### config.mk
export PLATFORM = sky130hd
export DESIGN_NAME = toq_cell
export DESIGN_NICKNAME = d
export VERILOG_FILES = /design/src/rtl/core/toq_pkg.sv /design/src/rtl/core/toq_cell.sv
export SDC_FILE = /design/constraint.sdc
export NUM_CORES = 1
export LEC_CHECK = 0
export BUFFER_PORTS_ARGS = -buffer_cell sky130_fd_sc_hd__buf_2
export CORE_AREA = 10 10 143 145
export CTS_BUF_LIST = sky130_fd_sc_hd__clkbuf_4 sky130_fd_sc_hd__clkbuf_8 sky130_fd_sc_hd__clkbuf_16
export DETAILED_ROUTE_END_ITERATION = 16
export DIE_AREA = 0 0 153 155
export GPL_ROUTABILITY_DRIVEN = 1
export GPL_TIMING_DRIVEN = 0
export PLACE_DENSITY = 0.68
export SYNTH_ARGS = -nofsm -noshare
export SYNTH_HDL_FRONTEND = slang
export SYNTH_SLANG_ARGS = --single-unit
### constraint.sdc
create_clock -name aclk -period 9.2 [get_ports aclk]
set_input_delay 1.84 -clock aclk [delete_from_list [all_inputs] [get_ports aclk]]
set_output_delay 1.84 -clock aclk [all_outputs]
set_load 0.02 [all_outputs]
### src/rtl/core/toq_pkg.sv
// ---------------------------------------------------------------------------
// toq_pkg
// Shared types and codes for the throttled order queue.
// ---------------------------------------------------------------------------
package toq_pkg;

    localparam int QUEUE_DEPTH_DEF = 32;
    localparam int TIME_W          = 17;
    localparam int LIMIT_W         = 16;
    localparam int CFG_IDX_W       = 2;
    localparam int CFG_DATA_W      = 17;

    // Request modes.
    localparam logic [1:0] MODE_NEW    = 2'd0;
    localparam logic [1:0] MODE_MODIFY = 2'd1;
    localparam logic [1:0] MODE_CANCEL = 2'd2;
    localparam logic [1:0] MODE_TICK   = 2'd3;

    // Result kinds.
    localparam logic [2:0] KIND_SENT     = 3'd0;
    localparam logic [2:0] KIND_LOGON    = 3'd1;
    localparam logic [2:0] KIND_LOGOUT   = 3'd2;
    localparam logic [2:0] KIND_REJECTED = 3'd3;
    localparam logic [2:0] KIND_DROPPED  = 3'd4;

    // Configuration register indexes.
    localparam logic [1:0] REG_SESSION_START = 2'd0;
    localparam logic [1:0] REG_SESSION_END   = 2'd1;
    localparam logic [1:0] REG_MAX_SENDS     = 2'd2;

    typedef struct packed {
        logic [1:0]        mode;
        logic [63:0]       order_id;
        logic [31:0]       order_price;
        logic [31:0]       order_qty;
        logic [TIME_W-1:0] time_of_day;
    } in_beat_t;

    typedef struct packed {
        logic [2:0]  kind;
        logic [63:0] out_order_id;
        logic [31:0] out_price;
        logic [31:0] out_qty;
        logic        last;
    } out_beat_t;

    typedef struct packed {
        logic [63:0] id;
        logic [31:0] price;
        logic [31:0] qty;
    } entry_t;

    // Per-cycle command broadcast to every cell of the queue.
    typedef struct packed {
        logic shift;  // take the right neighbor's entry
        logic ins;    // the cell at the insert position loads the insert entry
    } cell_ctl_t;

endpackage

### src/rtl/core/toq_cell.sv
// ---------------------------------------------------------------------------
// toq_cell
// One queue slot: holds an entry, shifts toward the front or loads an insert.
// ---------------------------------------------------------------------------
module toq_cell #(
    parameter int IDX   = 0,
    parameter int IDX_W = 5
) (
    input  logic               aclk,
    input  toq_pkg::cell_ctl_t ctl,
    input  logic [IDX_W-1:0]   ins_pos,
    input  toq_pkg::entry_t    ins_d,
    input  toq_pkg::entry_t    right_d,
    output toq_pkg::entry_t    data
);

    toq_pkg::entry_t data_reg;

    // An insert at this slot wins over the shift.
    always_ff @(posedge aclk) begin
        if (ctl.ins && (ins_pos == IDX_W'(IDX))) begin
            data_reg <= ins_d;
        end else if (ctl.shift) begin
            data_reg <= right_d;
        end
    end

    assign data = data_reg;

endmodule

=== Word-level counts from Yosys, hierarchy flattened ===
Cells that the tools add are included.

* $add $sub $neg: 0
* $mul: 0
* Divide/modulo/power cells: 0
* Order comparisons: 0
* Eq/ne operators: 0
* Shift-type cells: 0
* Muxes and demuxes: 2
* Bitwise logic cells: 0
* Reduce and logical (&&, ||, !) cells: 3

{| class="wikitable"
|+ Operators by type and width
! operator !! count
|-
| 128-bit 2-to-1 mux || 2
|-
| 5-bit logical NOT || 1
|-
| 2-bit nonzero test || 1
|-
| 1-bit logical AND || 1
|}

* Bits in registers: 128
* Bits in latches: 0
* Memory bits (writable): 0
* ROM bits: 0
* Input port bits: 264
* Output and inout port bits: 128
* Word-level logic and storage cells: 8
* Memories: 0

=== Logic depth before layout (Yosys ltp) ===
Gate-level depths: netlist of the first run.

* Word-level depth: 3
* Depth in mapped cells: 5
* Depth with buffers taken out: 3

=== Worst setup path after synthesis of the first run ===
OpenSTA, ideal clock, no wires.

* Kind: in2reg
* Start: in ins_pos[1]
* End: reg data_reg, in the netlist data[0], enable pin
* Setup time: 0.510 ns
* Arrival: 5.482 ns
* Required time: 8.690 ns
* Slack: 3.208 ns
* Stages on the path: 5
* Buffers on the path: 2
* Path through: nor4_1 nand3b_1 buf_2 buf_6 nand2b_1

* Cells in the longest elaborated chain, start to end: 3

{| class="wikitable"
|+ RTL lines
! item !! line !! RTL
|-
| from (decl) || toq_cell.sv:11 || <nowiki>input logic [IDX_W-1:0] ins_pos,</nowiki>
|-
| 5-bit logical NOT || toq_cell.sv:21 || <nowiki>if (ctl.ins && (ins_pos == IDX_W'(IDX))) begin</nowiki>
|-
| 1-bit logical AND || toq_cell.sv:21 ||
|-
| 2-bit nonzero test (no line) || -- ||
|-
| to (signal assigned) || toq_cell.sv:22 || <nowiki>data_reg <= ins_d;</nowiki>
|-
| to (signal assigned) || toq_cell.sv:24 || <nowiki>data_reg <= right_d;</nowiki>
|-
| to (decl) || toq_cell.sv:17 || <nowiki>toq_pkg::entry_t data_reg;</nowiki>
|}

No other way between the ends.
A chain may end at the register's enable or synchronous reset.

=== Worst setup path after layout of the first run ===
* Start: in ins_pos[1]
* End: reg data_reg, in the netlist data[65], enable pin

Same word-level chain as after synthesis.

==> results of run 1 <==
per-stage QoR:
| stage | utilization (%) | instance area [um2] | power [mW] | setup WS, ns |
|---|---|---|---|---|
| floorplan | - | 5820 | 0.848 | 3.21 |
| global placement | 45.7 | 8060 | 0.965 | 1.65 |
| detailed placement | 45.9 | 8100 | 0.967 | 4.94 |
| CTS | 49.3 | 8710 | 1.68 | 5.37 |
| global route | 49.4 | 8720 | 1.72 | 5.18 |
| finish | 49.4 | 8720 | 1.65 | 5.36 |
per-layer routing:
layer	GRT usage, %	vias up	share of wire, %
met1	15.3	1866	37
met3	7.09	23	9.4
li1	-	1904	-
met2	26.7	231	52
met4	5.31	2	2.0
met5	0	-	0.070
kinds of logic after synthesis:
group         share of synthesized area, %
buf+inv                               2.41
flops                                 66.0
mux                                   31.2
simple gates                         0.344
final timing paths:
check                 startpoint  depth (start not counted)  slack, ns        end
worst max-delay path  ins_pos[1]                          7       5.36   data[65]
worst min-delay path  ins_d[121]                          2       1.73  data[121]
synth_stat cells (all sizes together):
master | number | area [um2]
mux2 | 128 | 1820
nand2b | 1 | 6.26
edfxtp | 128 | 3840
buf | 13 | 136
nor4 | 1 | 6.26
clkbuf | 1 | 3.75
nand3b | 1 | 7.51
where the power goes:
part / internal (mW) / total (mW) / switching, mW
registers: 0.699 / 0.711 / 0.0117
clock network: 0.459 / 0.704 / 0.244
logic: 0.111 / 0.239 / 0.128
critical path: stages:
cell      delay [ns]
buf_2           0.10
nor4_1          0.27
nand3b_1        0.17
buf_2           0.25
buf_6           0.18
nand2b_4        0.64
buf_16          0.35
area by class of cell:
| class | count | share of cell area [%] |
|---|---|---|
| diodes | 1 | 0.0287 |
| flip-flops and latches | 128 | 44.1 |
| multi-input cells | 131 | 21.2 |
| clock buffers | 20 | 5.14 |
| repair buffers | 392 | 22.8 |
| plain buffers | 14 | 1.61 |
| well taps | 229 | 3.29 |
| clock inverters | 12 | 1.91 |
==> out/results.txt, run 1 <==
max-cap violations = 0
Max Root-Sink Buffers = 2
CP Capture Type = register
commonest non-fill, non-tap cell in the layout = buf_2
port bufs = 391
Die Area = 0.0237 mm2
synthesized cell area = 0.00582 mm2
Max VDD drop = 0.120 mV
Starting Density = 33.0%
most frequent cells in the layout = 392 x buf_2, 128 x edfxtp_1, 100 x mux2_4
Syn. warnings = 0
routed via count = 4026
number of I/O pins = 392
Final Setup Violations = 0
drt pass-1 iters = 4
status = finished clean
flops & latches, synth = 128
final period utilization = 41.7%
Cells after Synth = 273
Num CTS Buffers = 17
placed insts = 894
first-pass GRT wire length = 27600 um
total gr overflow = 0
TNS Setup = 0 ns
nature of the critical path startpoint = primary input
critical path class = primary input to register
Reg area = 0.00384 mm2
Hold Crit Class = primary input to register
1st-iter DRT viols = 142
area delta synth->final = 49.7%
Hold Buf Count CTS = 0
GP Congestion = 0.788
max reg flops = 128
number of cell rows = 49
fill cell count = 1535
HPWL Detailed = 15400 um
RSZ-0062 raised after global routing = false
Hold WS = 1.73 ns
Final Hold Viols = 0
Die Y = 155 um
Final nets = 948
relative slew slack = 39.4%
Residual DRC = 0
Final Non-Filler Cells = 927
die width = 153 um
CTS tree = built
Leakage = 4.27 nW
# clock sinks = 128
Avg Cell Area, Syn = 21.3 um2
post_cts resized = 0
post-route ant nets = 0
Slew Viols, Final = 0
Max H-tree Level = 4
CTS Root Cell = clkbuf_16
Reg clk slew, reported paths = 0.05 ns
Fmax achieved = 0.261 GHz
Max FO, Critical Path = 66
# Post-CTS Setup Buffers = 0
sequential-to-total area share from yosys stat = 66.0%
Worst EP arrival = 3.90 ns
area occupied by multi-input gates = 0.00184 mm2
number of global-route vias before repair = 4668
layout cell share with drive strength beyond 1 = 80.8%
synth unique cells = 11
WL final = 18600 um
area of the core = 0.0177 mm2
Synth Net Count = 537
largest net degree at the start of global routing = 67
CP Data Required Time = 9.27 ns
pin slew with the least headroom to its limit = 0.909 ns
minimum clock period = 3.84 ns
Power Density = 190 mW/mm2
initial antenna violation count = 2
drt wl/cell = 20.1 um
Overall Global Routing Usage = 15.1%
vias per inst = 4.34
Note: power is estimated with default switching activity, not from simulation.
==> run 2, diff against run 1 <==
--- a/config.mk
+++ b/config.mk
@@ -5,14 +5,15 @@
 export SDC_FILE = /design/constraint.sdc
 export NUM_CORES = 1
 export LEC_CHECK = 0
+export ABC_AREA = 1
 export BUFFER_PORTS_ARGS = -buffer_cell sky130_fd_sc_hd__buf_2
-export CORE_AREA = 10 10 143 145
+export CORE_AREA = 10 10 145 147
 export CTS_BUF_LIST = sky130_fd_sc_hd__clkbuf_4 sky130_fd_sc_hd__clkbuf_8 sky130_fd_sc_hd__clkbuf_16
 export DETAILED_ROUTE_END_ITERATION = 16
-export DIE_AREA = 0 0 153 155
+export DIE_AREA = 0 0 155 157
 export GPL_ROUTABILITY_DRIVEN = 1
 export GPL_TIMING_DRIVEN = 0
-export PLACE_DENSITY = 0.68
+export PLACE_DENSITY = 0.7
 export SYNTH_ARGS = -nofsm -noshare
 export SYNTH_HDL_FRONTEND = slang
 export SYNTH_SLANG_ARGS = --single-unit
==> constraint.sdc (replaced) <==
create_clock -name aclk -period 3.1 [get_ports aclk]
set_input_delay 0.62 -clock aclk [delete_from_list [all_inputs] [get_ports aclk]]
set_output_delay 0.62 -clock aclk [all_outputs]
set_load 0.02 [all_outputs]
==> out/results.txt, run 2 <==
Fmax achieved = 0.469 GHz
max-cap violations = 0
mux contribution to synthesized area = 0%
Reg area = 0.00384 mm2
number of synthesized flops with an enable pin = 128
status = finished clean
most area-consuming cells after synthesis = edfxtp_1 64%, nand2_1 16%, nand4_1 13%, buf_2 3.6%, buf_6 2.1%
CP Data Required Time = 3.17 ns
# Post-CTS Setup Buffers = 0
most frequent cells in the layout = 434 x buf_2, 256 x nand2_1, 128 x nand4_1, 128 x edfxtp_1, 17 x clkbuf_16
Power Density = 572 mW/mm2
initial antenna violation count = 5
share of the synthesized area in the top cell type = 64.2%
post-route ant nets = 0
drt pass-1 iters = 5
crit path buf inv count = 4
Simple-Gate Fraction of Synth Area = 29.9%
final period utilization = 68.7%
Slew Viols, Final = 0
Num CTS Buffers = 17
area leader, netlist = edfxtp_1
RSZ-0062 raised after global routing = false
dominant synthesized flop cell = edfxtp_1
CTS tree = built
Die Area = 0.0243 mm2
first-pass GRT wire length = 35500 um
Final Setup Violations = 0
synth unique cells = 11
synthesized cell area = 0.00599 mm2
hold wc startpoint = right_d[105]
post_cts resized = 0
pin slew with the least headroom to its limit = 0.498 ns
flops & latches, synth = 128
sequential-to-total area share from yosys stat = 64.2%
1st-iter DRT viols = 416
Max VDD drop = 0.343 mV
minimum clock period = 2.13 ns
vias per inst = 4.84
Top delay family on crit path = buffers and inverters
total power = 5.11 mW
area of the core = 0.0183 mm2
Starting Density = 32.7%
Syn. warnings = 0
total gr overflow = 0
nature of the critical path startpoint = primary input
async set-reset flop share out of synthesis = 0%
Final Non-Filler Cells = 1236
most common cell type on the critical path = buf_2
WL final = 24600 um
commonest non-fill, non-tap cell in the layout = buf_2
relative slew slack = 66.8%
fill cell count = 1746
die width = 155 um
Die Y = 157 um
Residual DRC = 0
number of cell rows = 50
Final Hold Viols = 0
layout cell share with drive strength beyond 1 = 48.2%
critical path class = primary input to register
Synth Net Count = 839
Overall Global Routing Usage = 19.0%
number of global-route vias before repair = 6121
HPWL Detailed = 19000 um
XOR/XNOR share of the synthesized area = 0%
synth cell count leaders = 257 x nand2_1, 128 x edfxtp_1, 128 x nand4_1, 43 x buf_2, 11 x buf_6
Hold Path Depth = 3
Reg clk slew, reported paths = 0.06 ns
Max Root-Sink Buffers = 2
largest family of logic cells by synthesized area = simple AND/OR/NAND/NOR gates
area occupied by multi-input gates = 0.00181 mm2
Worst Hold End = data[105]
critical path cell sequence = buf_2 > nor2_2 > nand3_1 > buf_2 > buf_6 > nand2_8 > buf_16
Hold Buf Count CTS = 0
Max FO, Critical Path = 69
CP Capture Type = register
# clock sinks = 128
CP max stage delay = 0.36 ns
Avg Cell Area, Syn = 10.4 um2
area delta synth->final = 49.2%
Final nets = 1250
drt wl/cell = 19.9 um
placed insts = 1201
Synth Area in Adders = 0%
max reg flops = 128
Worst EP arrival = 2.20 ns
Synth Area in Compound Gates = 0%
most common cell in the netlist = nand2_1
Leakage = 4.46 nW
port bufs = 391
largest net degree at the start of global routing = 70
Slowest-stage cell, CP = buf_16
CTS Root Cell = clkbuf_16
TNS Setup = 0 ns
Cells after Synth = 575
routed via count = 5978
number of I/O pins = 392
GP Congestion = 0.876
Max H-tree Level = 4
Hold Crit Class = primary input to register
## run 2: changes by cell type in the layout (fill, tap and decap cells not counted), moves of 2 or more
cell      delta
buf_2       +42
clkbuf_4     -2
clkinv_2     -2
diode_2      +2
inv_6        +2
mux2_2      -27
mux2_4     -100
nand2_1    +256
nand4_1    +128
nor2_2       +3
## run 2: how the worst max path moves through the flow
stage	start	cells after the start	endpoint
2_1_floorplan	ins_pos[1]	5	data[0]
3_3_place_gp	ins_pos[0]	6	data[49]
3_5_place_dp	ins_pos[0]	7	data[49]
4_1_cts	ins_pos[0]	7	data[66]
5_1_grt	ins_pos[0]	7	data[66]
6_report	ins_pos[0]	7	data[62]
## run 2: final cells by class
class | instances | share of cell area, %
Timing Repair Buffer | 392 | 22.2
Buffer | 56 | 3.92
Tap cell | 234 | 3.28
Clock inverter | 14 | 2.38
Clock buffer | 18 | 4.84
Sequential cell | 128 | 43.0
Multi-Input combinational cell | 389 | 20.2
Antenna cell | 3 | 0.0840
Inverter | 2 | 0.0840
## run 2: cells by family after synthesis
group	Yosys count
buf+inv	58
flops	128
simple gates	389
## run 2: metal layers
metal  GRT usage (%)  vias to the layer above  wire length, um
li1                -                     2907                -
met1            21.5                     2764             9510
met2            32.4                      269            12500
met3            7.21                       32             2100
met4            6.16                        6              436
met5               0                        -               34
## run 2: through the flow
| stage | utilization, % | setup WS [ns] | instance area [um2] | hold WS [ns] |
|---|---|---|---|---|
| detailed placement | 45.2 | 0.510 | 8280 | 0.895 |
| global route | 48.7 | 0.823 | 8930 | 0.468 |
| CTS | 48.7 | 0.946 | 8930 | 0.461 |
| floorplan | - | 0.664 | 6000 | 0.806 |
| global placement | 45.0 | -0.0190 | 8250 | 0.891 |
| finish | 48.8 | 0.969 | 8940 | 0.480 |
## run 2: power by group
group          total [mW]  switching, mW  internal (mW)
logic               0.780          0.496          0.284
clock network        2.22          0.779           1.44
registers            2.11         0.0371           2.08
